===== src/sv/hash_table_chain_or_quadratic_probe_defines.svh =====
// Assertion macros shared by the hash table RTL.
// Included by modules that carry concurrent checks; no other dependencies.
`ifndef HASH_TABLE_CHAIN_OR_QUADRATIC_PROBE_DEFINES_SVH
`define HASH_TABLE_CHAIN_OR_QUADRATIC_PROBE_DEFINES_SVH

// Property must hold at every edge outside reset.
`define HT_ASSERT(lbl, clk, rst, prop, msg) \
  lbl: assert property (@(posedge clk) disable iff (rst) (prop)) else $error(msg);

// Condition must never be seen outside reset.
`define HT_NEVER(lbl, clk, rst, cond, msg) \
  lbl: assert property (@(posedge clk) disable iff (rst) !(cond)) else $error(msg);

`endif


===== src/sv/htcq_pkg.sv =====
// Shared types and constants for the hash table block.
// No dependencies; imported by htcq_front, htcq_back and the top level.
`default_nettype none
package htcq_pkg;
  localparam int TABLE_SIZE = 128;
  localparam int POOL_SIZE  = 256;
  localparam int TW = $clog2(TABLE_SIZE);
  localparam int PW = $clog2(POOL_SIZE);
  localparam int CW = $clog2(POOL_SIZE + 1);
  localparam int KEY_W = 8;
  localparam int VAL_W = 32;
  localparam int QDEPTH = 2;
  localparam int QW = $clog2(QDEPTH);
  localparam int QCW = $clog2(QDEPTH + 1);
  localparam logic signed [VAL_W-1:0] INT_MAX = 32'sh7fff_ffff;

  localparam logic FUNC_PUT = 1'b0;
  localparam logic MODE_CHAIN = 1'b0;

  typedef enum logic [1:0] {
    ST_OK   = 2'd0,
    ST_MISS = 2'd1,
    ST_FULL = 2'd2
  } status_t;

  typedef enum logic [1:0] {
    OP_CHAIN_PUT = 2'd0,
    OP_CHAIN_GET = 2'd1,
    OP_QUAD_PUT  = 2'd2,
    OP_QUAD_GET  = 2'd3
  } op_t;

  typedef struct packed {
    op_t op;
    logic [KEY_W-1:0] key;
    logic signed [VAL_W-1:0] value;
  } cmd_t;
endpackage
`default_nettype wire


===== src/sv/htcq_front.sv =====
// Front end: accepts requests, classifies them by mode and function,
// and queues them for the back end. Depends on htcq_pkg.
`default_nettype none
module htcq_front (
  input  wire logic                           clk,
  input  wire logic                           rst,
  input  wire logic                           start,
  input  wire logic                           func,
  input  wire logic [htcq_pkg::KEY_W-1:0]     key,
  input  wire logic signed [htcq_pkg::VAL_W-1:0] value,
  input  wire logic                           mode_we,
  input  wire logic                           mode_wdata,
  output logic                                busy,
  output logic                                cmd_valid,
  output htcq_pkg::cmd_t                      cmd,
  input  wire logic                           cmd_take
);
  import htcq_pkg::*;

  logic collision_mode;
  cmd_t entries [QDEPTH];
  logic [QW-1:0] wr_ptr, rd_ptr;
  logic [QCW-1:0] count;
  logic push, pop;
  cmd_t incoming;

  always_comb begin
    incoming.key = key;
    incoming.value = value;
    if (collision_mode == MODE_CHAIN) begin
      incoming.op = (func == FUNC_PUT) ? OP_CHAIN_PUT : OP_CHAIN_GET;
    end else begin
      incoming.op = (func == FUNC_PUT) ? OP_QUAD_PUT : OP_QUAD_GET;
    end
  end

  assign busy = (count == QCW'(QDEPTH));
  assign push = start && !busy;
  assign cmd_valid = (count != '0);
  assign pop = cmd_take && cmd_valid;
  assign cmd = entries[rd_ptr];

  always_ff @(posedge clk) begin
    if (rst) begin
      collision_mode <= MODE_CHAIN;
      wr_ptr <= '0;
      rd_ptr <= '0;
      count <= '0;
    end else begin
      if (mode_we) begin
        collision_mode <= mode_wdata;
      end
      if (push) begin
        wr_ptr <= wr_ptr + 1'b1;
      end
      if (pop) begin
        rd_ptr <= rd_ptr + 1'b1;
      end
      count <= count + QCW'(push) - QCW'(pop);
    end
  end

  always_ff @(posedge clk) begin
    if (push) begin
      entries[wr_ptr] <= incoming;
    end
  end
endmodule
`default_nettype wire


===== config.mk =====
export PLATFORM = sky130hd
export DESIGN_NAME = htcq_front
export DESIGN_NICKNAME = d
export VERILOG_FILES = /design/src/sv/hash_table_chain_or_quadratic_probe_defines.svh /design/src/sv/htcq_pkg.sv /design/src/sv/htcq_front.sv
export SDC_FILE = /design/constraint.sdc
export NUM_CORES = 1
export LEC_CHECK = 0
export BUFFER_PORTS_ARGS = -buffer_cell sky130_fd_sc_hd__clkbuf_2
export CAP_MARGIN = 20
export CORE_MARGIN = 4
export CORE_UTILIZATION = 50
export CTS_CLUSTER_SIZE = 8
export DETAILED_ROUTE_END_ITERATION = 8
export PLACE_DENSITY = 0.77
export SLEW_MARGIN = 25
export SYNTH_ARGS = -nofsm -noshare
export SYNTH_HDL_FRONTEND = slang
export SYNTH_SLANG_ARGS = --single-unit

===== constraint.sdc =====
create_clock -name clk -period 2.57 [get_ports clk]
set_input_delay 0.1285 -clock clk [delete_from_list [all_inputs] [get_ports clk]]
set_output_delay 0.1285 -clock clk [all_outputs]
set_load 0.03 [all_outputs]

==> After elaboration in Yosys (flattened, before gate mapping) <==
Memory sizes are Yosys's and may differ from the RTL's. A register that Yosys moved wholly into a read port is not among the register bits.
Index checks and enable logic that the tools add are counted.
{ "word_totals": {"ff_bits": 5, "out_inout_bits": 44, "latch_bits": 0, "memories": 1, "elab_cells": 21, "rom_bits": 0, "input_bits": 47, "mem_bits_rw": 84} }
{ "memory_table": {"columns": ["memory", "words", "word_bits", "read_ports", "rd_ports_with_merged_regs", "write_ports", "line", "source"], "rows": [
  ["entries", 2, 42, 1, 1, 1, "htcq_front.sv:21", "cmd_t entries [QDEPTH];"]
]} }
{ "classes": {"multipliers": 0, "magnitude_cmp": 0, "n_mux": 7, "n_shift": 0, "addsub": 4, "n_eq_ne": 1, "n_div": 0, "bitwise_logic": 0, "reduce_logical": 4} }
{ "ops": {"columns": ["operator", "n"], "rows": [
  ["1-bit two-way mux", 6],
  ["1-bit adder, second input constant", 2],
  ["2-bit by 1-bit adder with 2-bit output", 1],
  ["2-bit equality test, second input constant", 1],
  ["1-bit logical AND", 2],
  ["2-bit two-way mux", 1],
  ["2-bit nonzero test", 1],
  ["2-bit by 1-bit subtractor with 2-bit output", 1],
  ["1-bit zero test", 1]
]} }

==> Depth between registers and ports, before layout <==
{ "logic_depth": {"depth_word": 5, "depth_mapped": 8, "ltp_nobuf": 8} }

==> Worst setup path after synthesis <==
Ideal clock, no wire load.
{ "synth_path": {"path_kind": "register -> register", "startpoint": "reg count[0]", "endpoint": "mem entries[0][0] (netlist name), enable pin", "required_time_ns": 2.174, "arrival_time_ns": 1.729, "path_buffers": 0, "stages_incl_launch_ff": 5, "setup_slack_ns": 0.444, "setup_ns": 0.396, "synth_period_minus_slack_ns": 2.126, "cell_sequence": "dfxtp_1 nand2b_2 inv_2 or3_1 inv_1"} }
{ "synth_between": {"elab_chain_cells": 5} }
{ "synth_rtl": {"columns": ["item", "line", "source"], "rows": [
  ["from (decl)", "htcq_front.sv:23", "logic [QCW-1:0] count;"],
  ["from (signal assigned)", "htcq_front.sv:59", "count <= count + QCW'(push) - QCW'(pop);"],
  ["2-bit equality test", "htcq_front.sv:37", "assign busy = (count == QCW'(QDEPTH));"],
  ["named net busy", "htcq_front.sv:13", "output logic busy,"],
  ["1-bit zero test", "htcq_front.sv:38", "assign push = start && !busy;"],
  ["1-bit logical AND", "htcq_front.sv:38", null],
  ["1-bit two-way mux", "htcq_front.sv:64", "if (push) begin"],
  ["1-bit two-way mux (not written as such)", "htcq_front.sv:65", "entries[wr_ptr] <= incoming;"],
  ["to (decl)", "htcq_front.sv:21", null]
]} }
The timed path passes the listed nets, and every way through them passes these cells.

==> Worst setup path after layout <==
{ "layout_path": {"startpoint": "reg count[0]", "endpoint": "mem entries[0][32] (netlist name), enable pin"} }
{ "layout_between": {"elab_chain_cells": 5} }
{ "layout_rtl": {"columns": ["item", "line"], "rows": [
  ["2-bit equality test", "htcq_front.sv:37"],
  ["1-bit zero test", "htcq_front.sv:38"],
  ["1-bit logical AND", "htcq_front.sv:38"],
  ["1-bit two-way mux", "htcq_front.sv:64"],
  ["1-bit two-way mux (not written as such)", "htcq_front.sv:65"]
]} }
Every way passes these cells.

==> metrics.md <==
| Metric | Value |
|---|---|
| Status | `completed` |
| CTS clk-pin slew, worst paths | `around 0.080 ns` |
| IO Count | `91` |
| Antenna violations before repair | `0` |
| Largest net degree at the start of global routing | `29` |
| Post_cts resized | `0` |
| Critical path cell sequence | `nand2b_2 -> inv_2 -> or3_1 -> inv_2 -> buf_4` |
| Worst r2r dst | `entries[0][32]` |
| GRT Overall Usage | `between 10% and 20%` |
| Bufs and invs on worst path | `3` |
| Crit path depth | `5` |
| PwrDens | `975 nW/µm²` |
| Clk sinks | `90` |
| Multi-input logic area | `608 µm²` |
| Met3 Use GR | `between 3 and 4%` |
| Internal reg-to-reg setup slack | `~0.66 ns` |
| Max-Cap Viols | `0` |
| Hold Crit Depth | `3` |
| Leakage power | `1.74 nW` |
| Slowest stage cell, crit path | `inv_2` |
| Post-synth EDFFs | `84` |
| # hold bufs at CTS | `41` |
| Hold Path End | `collision_mode` |
| Buffers on Ports | `90` |
| Synth Area in XOR/XNOR | `0.531%` |
| Worst path max stage delay | `0.41 ns` |
| Sequential fraction of the synthesis area | `80.1%` |
| Die Area | `7970 µm²` |
| Most used routing layer | `met2` |
| Synth area leaders | `edfxtp_1 (76%), mux2_2 (14%), dfxtp_1 (3.6%)` |
| Post CTS Setup Buffer Count | `0` |
| Met2 Track Usage GR | `25.9%` |
| Clk Latency, worst-skew pair | `0.34 ns` |
| Num CTS Buffers | `9` |
| Core Box Area | `6390 µm²` |
| Wirelength, routed | `5.92 mm` |
| Top cell type's share of synthesized area | `76.4%` |
| Switching share of power | `34.1%` |
| Worst R2R Path Depth | `5` |
| # nets final | `around 350` |
| DR vias | `between 1500 and 2000` |
| Synth Area in Compound Gates | `0.531%` |
| Setup TNS | `0 ns` |
| Clock network power share | `between 20% and 30%` |
| Placed cells | `~330` |
| Main combinational cell family by area after synthesis | `multiplexers` |
| Storage cell area | `2640 µm²` |
| CP Data Arrival Time | `1.96 ns` |
| CP delay by family, top | `buffers and inverters` |
| Routability Congestion | `0.706` |
| Logic pwr share | `34.4%` |
| # setup viols final | `0` |
| Start point of the worst hold path | `mode_wdata` |
| Rows | `29` |
| TritonCTS clock tree | `yes` |
| Synthesized instance count | `around 160` |
| Min-Delay Path Class | `input pin to register` |
| Die width | `89.3 µm` |
| Multiplexer share of the synthesized area | `14.6%` |
| Period utilisation layout | `74.2%` |
| 1st-pass router iterations | `4` |
| R2r startpoint | `count[0]` |
| Congestion Overflow GR | `0` |
| Area leader, netlist | `edfxtp_1` |
| Syn nets | `210` |
| Drt drc | `0` |
| Crit path max fanout | `24` |
| Top-count cell post-synth | `edfxtp_1` |
| Netlist cell types | `23` |
| Synth cell count leaders | `edfxtp_1 (84), mux2_2 (42), dfxtp_1 (6)` |
| CTS root buf | `clkbuf_8` |
| Post-DP HPWL | `3.81 mm` |
| Async set-or-reset flop fraction in the synthesized netlist | `0%` |
| Final Util | `69.9%` |
| Endpoint class of the critical path | `register` |
| Fin crit period | `1.91 ns` |
| M1 GR Usage | `19.2%` |
| Rel. slew slack | `64.9%` |
| First-pass GRT wire length | `9.04 mm` |
| # fillers | `430` |
| WL per Instance | `about 15 µm` |
| Cell area after synthesis | `3300 µm²` |
| H-tree lvl count | `3` |
| Synth Warn # | `0` |
| Critical path startpoint category | `register` |
| Post-DP Area | `3870 µm²` |
| Finished layout cell area | `4460 µm²` |
| Final hold violation count | `0` |
| Worst-Margin Slew | `0.526 ns` |
| Vias per Instance | `4.90` |
| Int Pwr | `2.87 mW` |
| Total power | `4.35 mW` |
| Critical path class | `register to register` |
| Antenna cells | `0` |
| Maximum vdd drop | `644 µV` |
| RSZ-0062 raised after global routing | `no` |
| Post-Synth Adder-Cell Area | `less than 1%` |
| Maximum root-to-sink buffer count | `2` |
| Most used cell, CP | `inv_2` |
| Vias in the first global route | `1919` |
| Ys flop type | `edfxtp_1` |
| Clock Skews | `0.00856 ns` |
| Sequential share of power | `between 40% and 50%` |
| Final std cells w/o fill | `384` |
| Layout cells sized above 1 | `50.5%` |
| Max-slew violation count | `0` |
| Initial Util | `51.7%` |
| Syn_area_per_cell | `20.5 µm²` |
| Simple-Gate Fraction of Synth Area | `1.97%` |
| Flops & latches, synth | `90` |
| Sw power | `between 1 and 1.5 mW` |
| DR iter-0 viols | `73` |
| Die extent in y | `between 80 and 90 µm` |
| Antenna Nets Post-Route | `0` |
| CP required | `2.62 ns` |
| Area Overhead vs Synth | `35.3%` |
| Top achievable clock speed | `0.524 GHz` |
==> stage by stage <==
step / setup WS (ns) / hold slack, ns
2_1_floorplan: 0.444 / 0.198
3_3_place_gp: 0.695 / 0.319
3_5_place_dp: 0.641 / 0.321
4_1_cts: 0.633 / 0.00648
5_1_grt: 0.540 / 0.0305
6_report: 0.662 / 0.0232
==> final cells by class <==
type                    count  share of cell area [%]
repair buffers            135                    20.5
clock buffers              10                    2.86
inverters                   4                   0.336
well taps                  77                    2.16
multi-input cells          62                    13.6
flip-flops and latches     90                    59.2
clock inverters             6                    1.29
==> registers in the layout (all words and copies together), names as in the netlist, named ones only <==
name and count:
entries 84, count 2, collision_mode 1, rd_ptr 1, wr_ptr 1
==> logic make-up (layout without fill, tap and decap cells) <==
group	count (synthesis)	count (layout)
compound gates	3	3
fa+ha+maj	2	2
flops	90	90
buf+inv	9	155
mux	43	43
xor+xnor	2	2
simple gates	12	12
==> per-layer routing <==
metal	vias to the layer above	wire, µm	part of all wire (%)
met3	12	416	7.0
met5	-	0	0
met4	0	108	1.8
met1	900	2470	42
met2	68	2930	49
li1	900	-	-
==> how the worst max path moves through the flow <==
stage	start	end	slack, ns
2_1_floorplan	count[0]	entries[0][0]	0.44
3_3_place_gp	count[0]	entries[0][8]	0.70
3_5_place_dp	count[0]	entries[0][8]	0.64
4_1_cts	count[0]	entries[0][38]	0.63
5_1_grt	count[0]	entries[0][37]	0.54
6_report	count[0]	entries[0][32]	0.66
==> cell usage in the layout, fill, tap and decap left out, types with 2 or more instances in the layout <==
| cell | synthesis | final |
|---|---|---|
| clkinvlp_4 | 0 | 2 |
| inv_1 | 3 | 2 |
| buf_4 | 4 | 2 |
| nor2_1 | 4 | 4 |
| buf_12 | 0 | 2 |
| clkbuf_2 | 0 | 90 |
| edfxtp_1 | 84 | 84 |
| ha_1 | 2 | 2 |
| dlygate4sd3_1 | 0 | 41 |
| mux2_2 | 42 | 42 |
| inv_2 | 1 | 2 |
| clkbuf_8 | 0 | 9 |
| clkinv_1 | 0 | 2 |
| dfxtp_1 | 6 | 5 |
==> power groups by stage <==
stage / Combinational [mW] / Clock (mW) / Sequential [mW]
6_report: 1.50 / 0.894 / 1.96
5_1_grt: 1.60 / 0.983 / 1.98
4_1_cts: 1.52 / 0.920 / 1.96
3_5_place_dp: 1.46 / 0 / 2.00
3_3_place_gp: 1.45 / 0 / 1.98
2_1_floorplan: 1.11 / 0 / 1.94
==> worst min-delay path: cells and delay by family <==
kind / cells / cell delay [ns]
buffers and inverters: 1 / 0.07
multiplexers: 1 / 0.05
AND/OR/NAND/NOR: 1 / 0.07
Power figures use the tool's default switching activity.
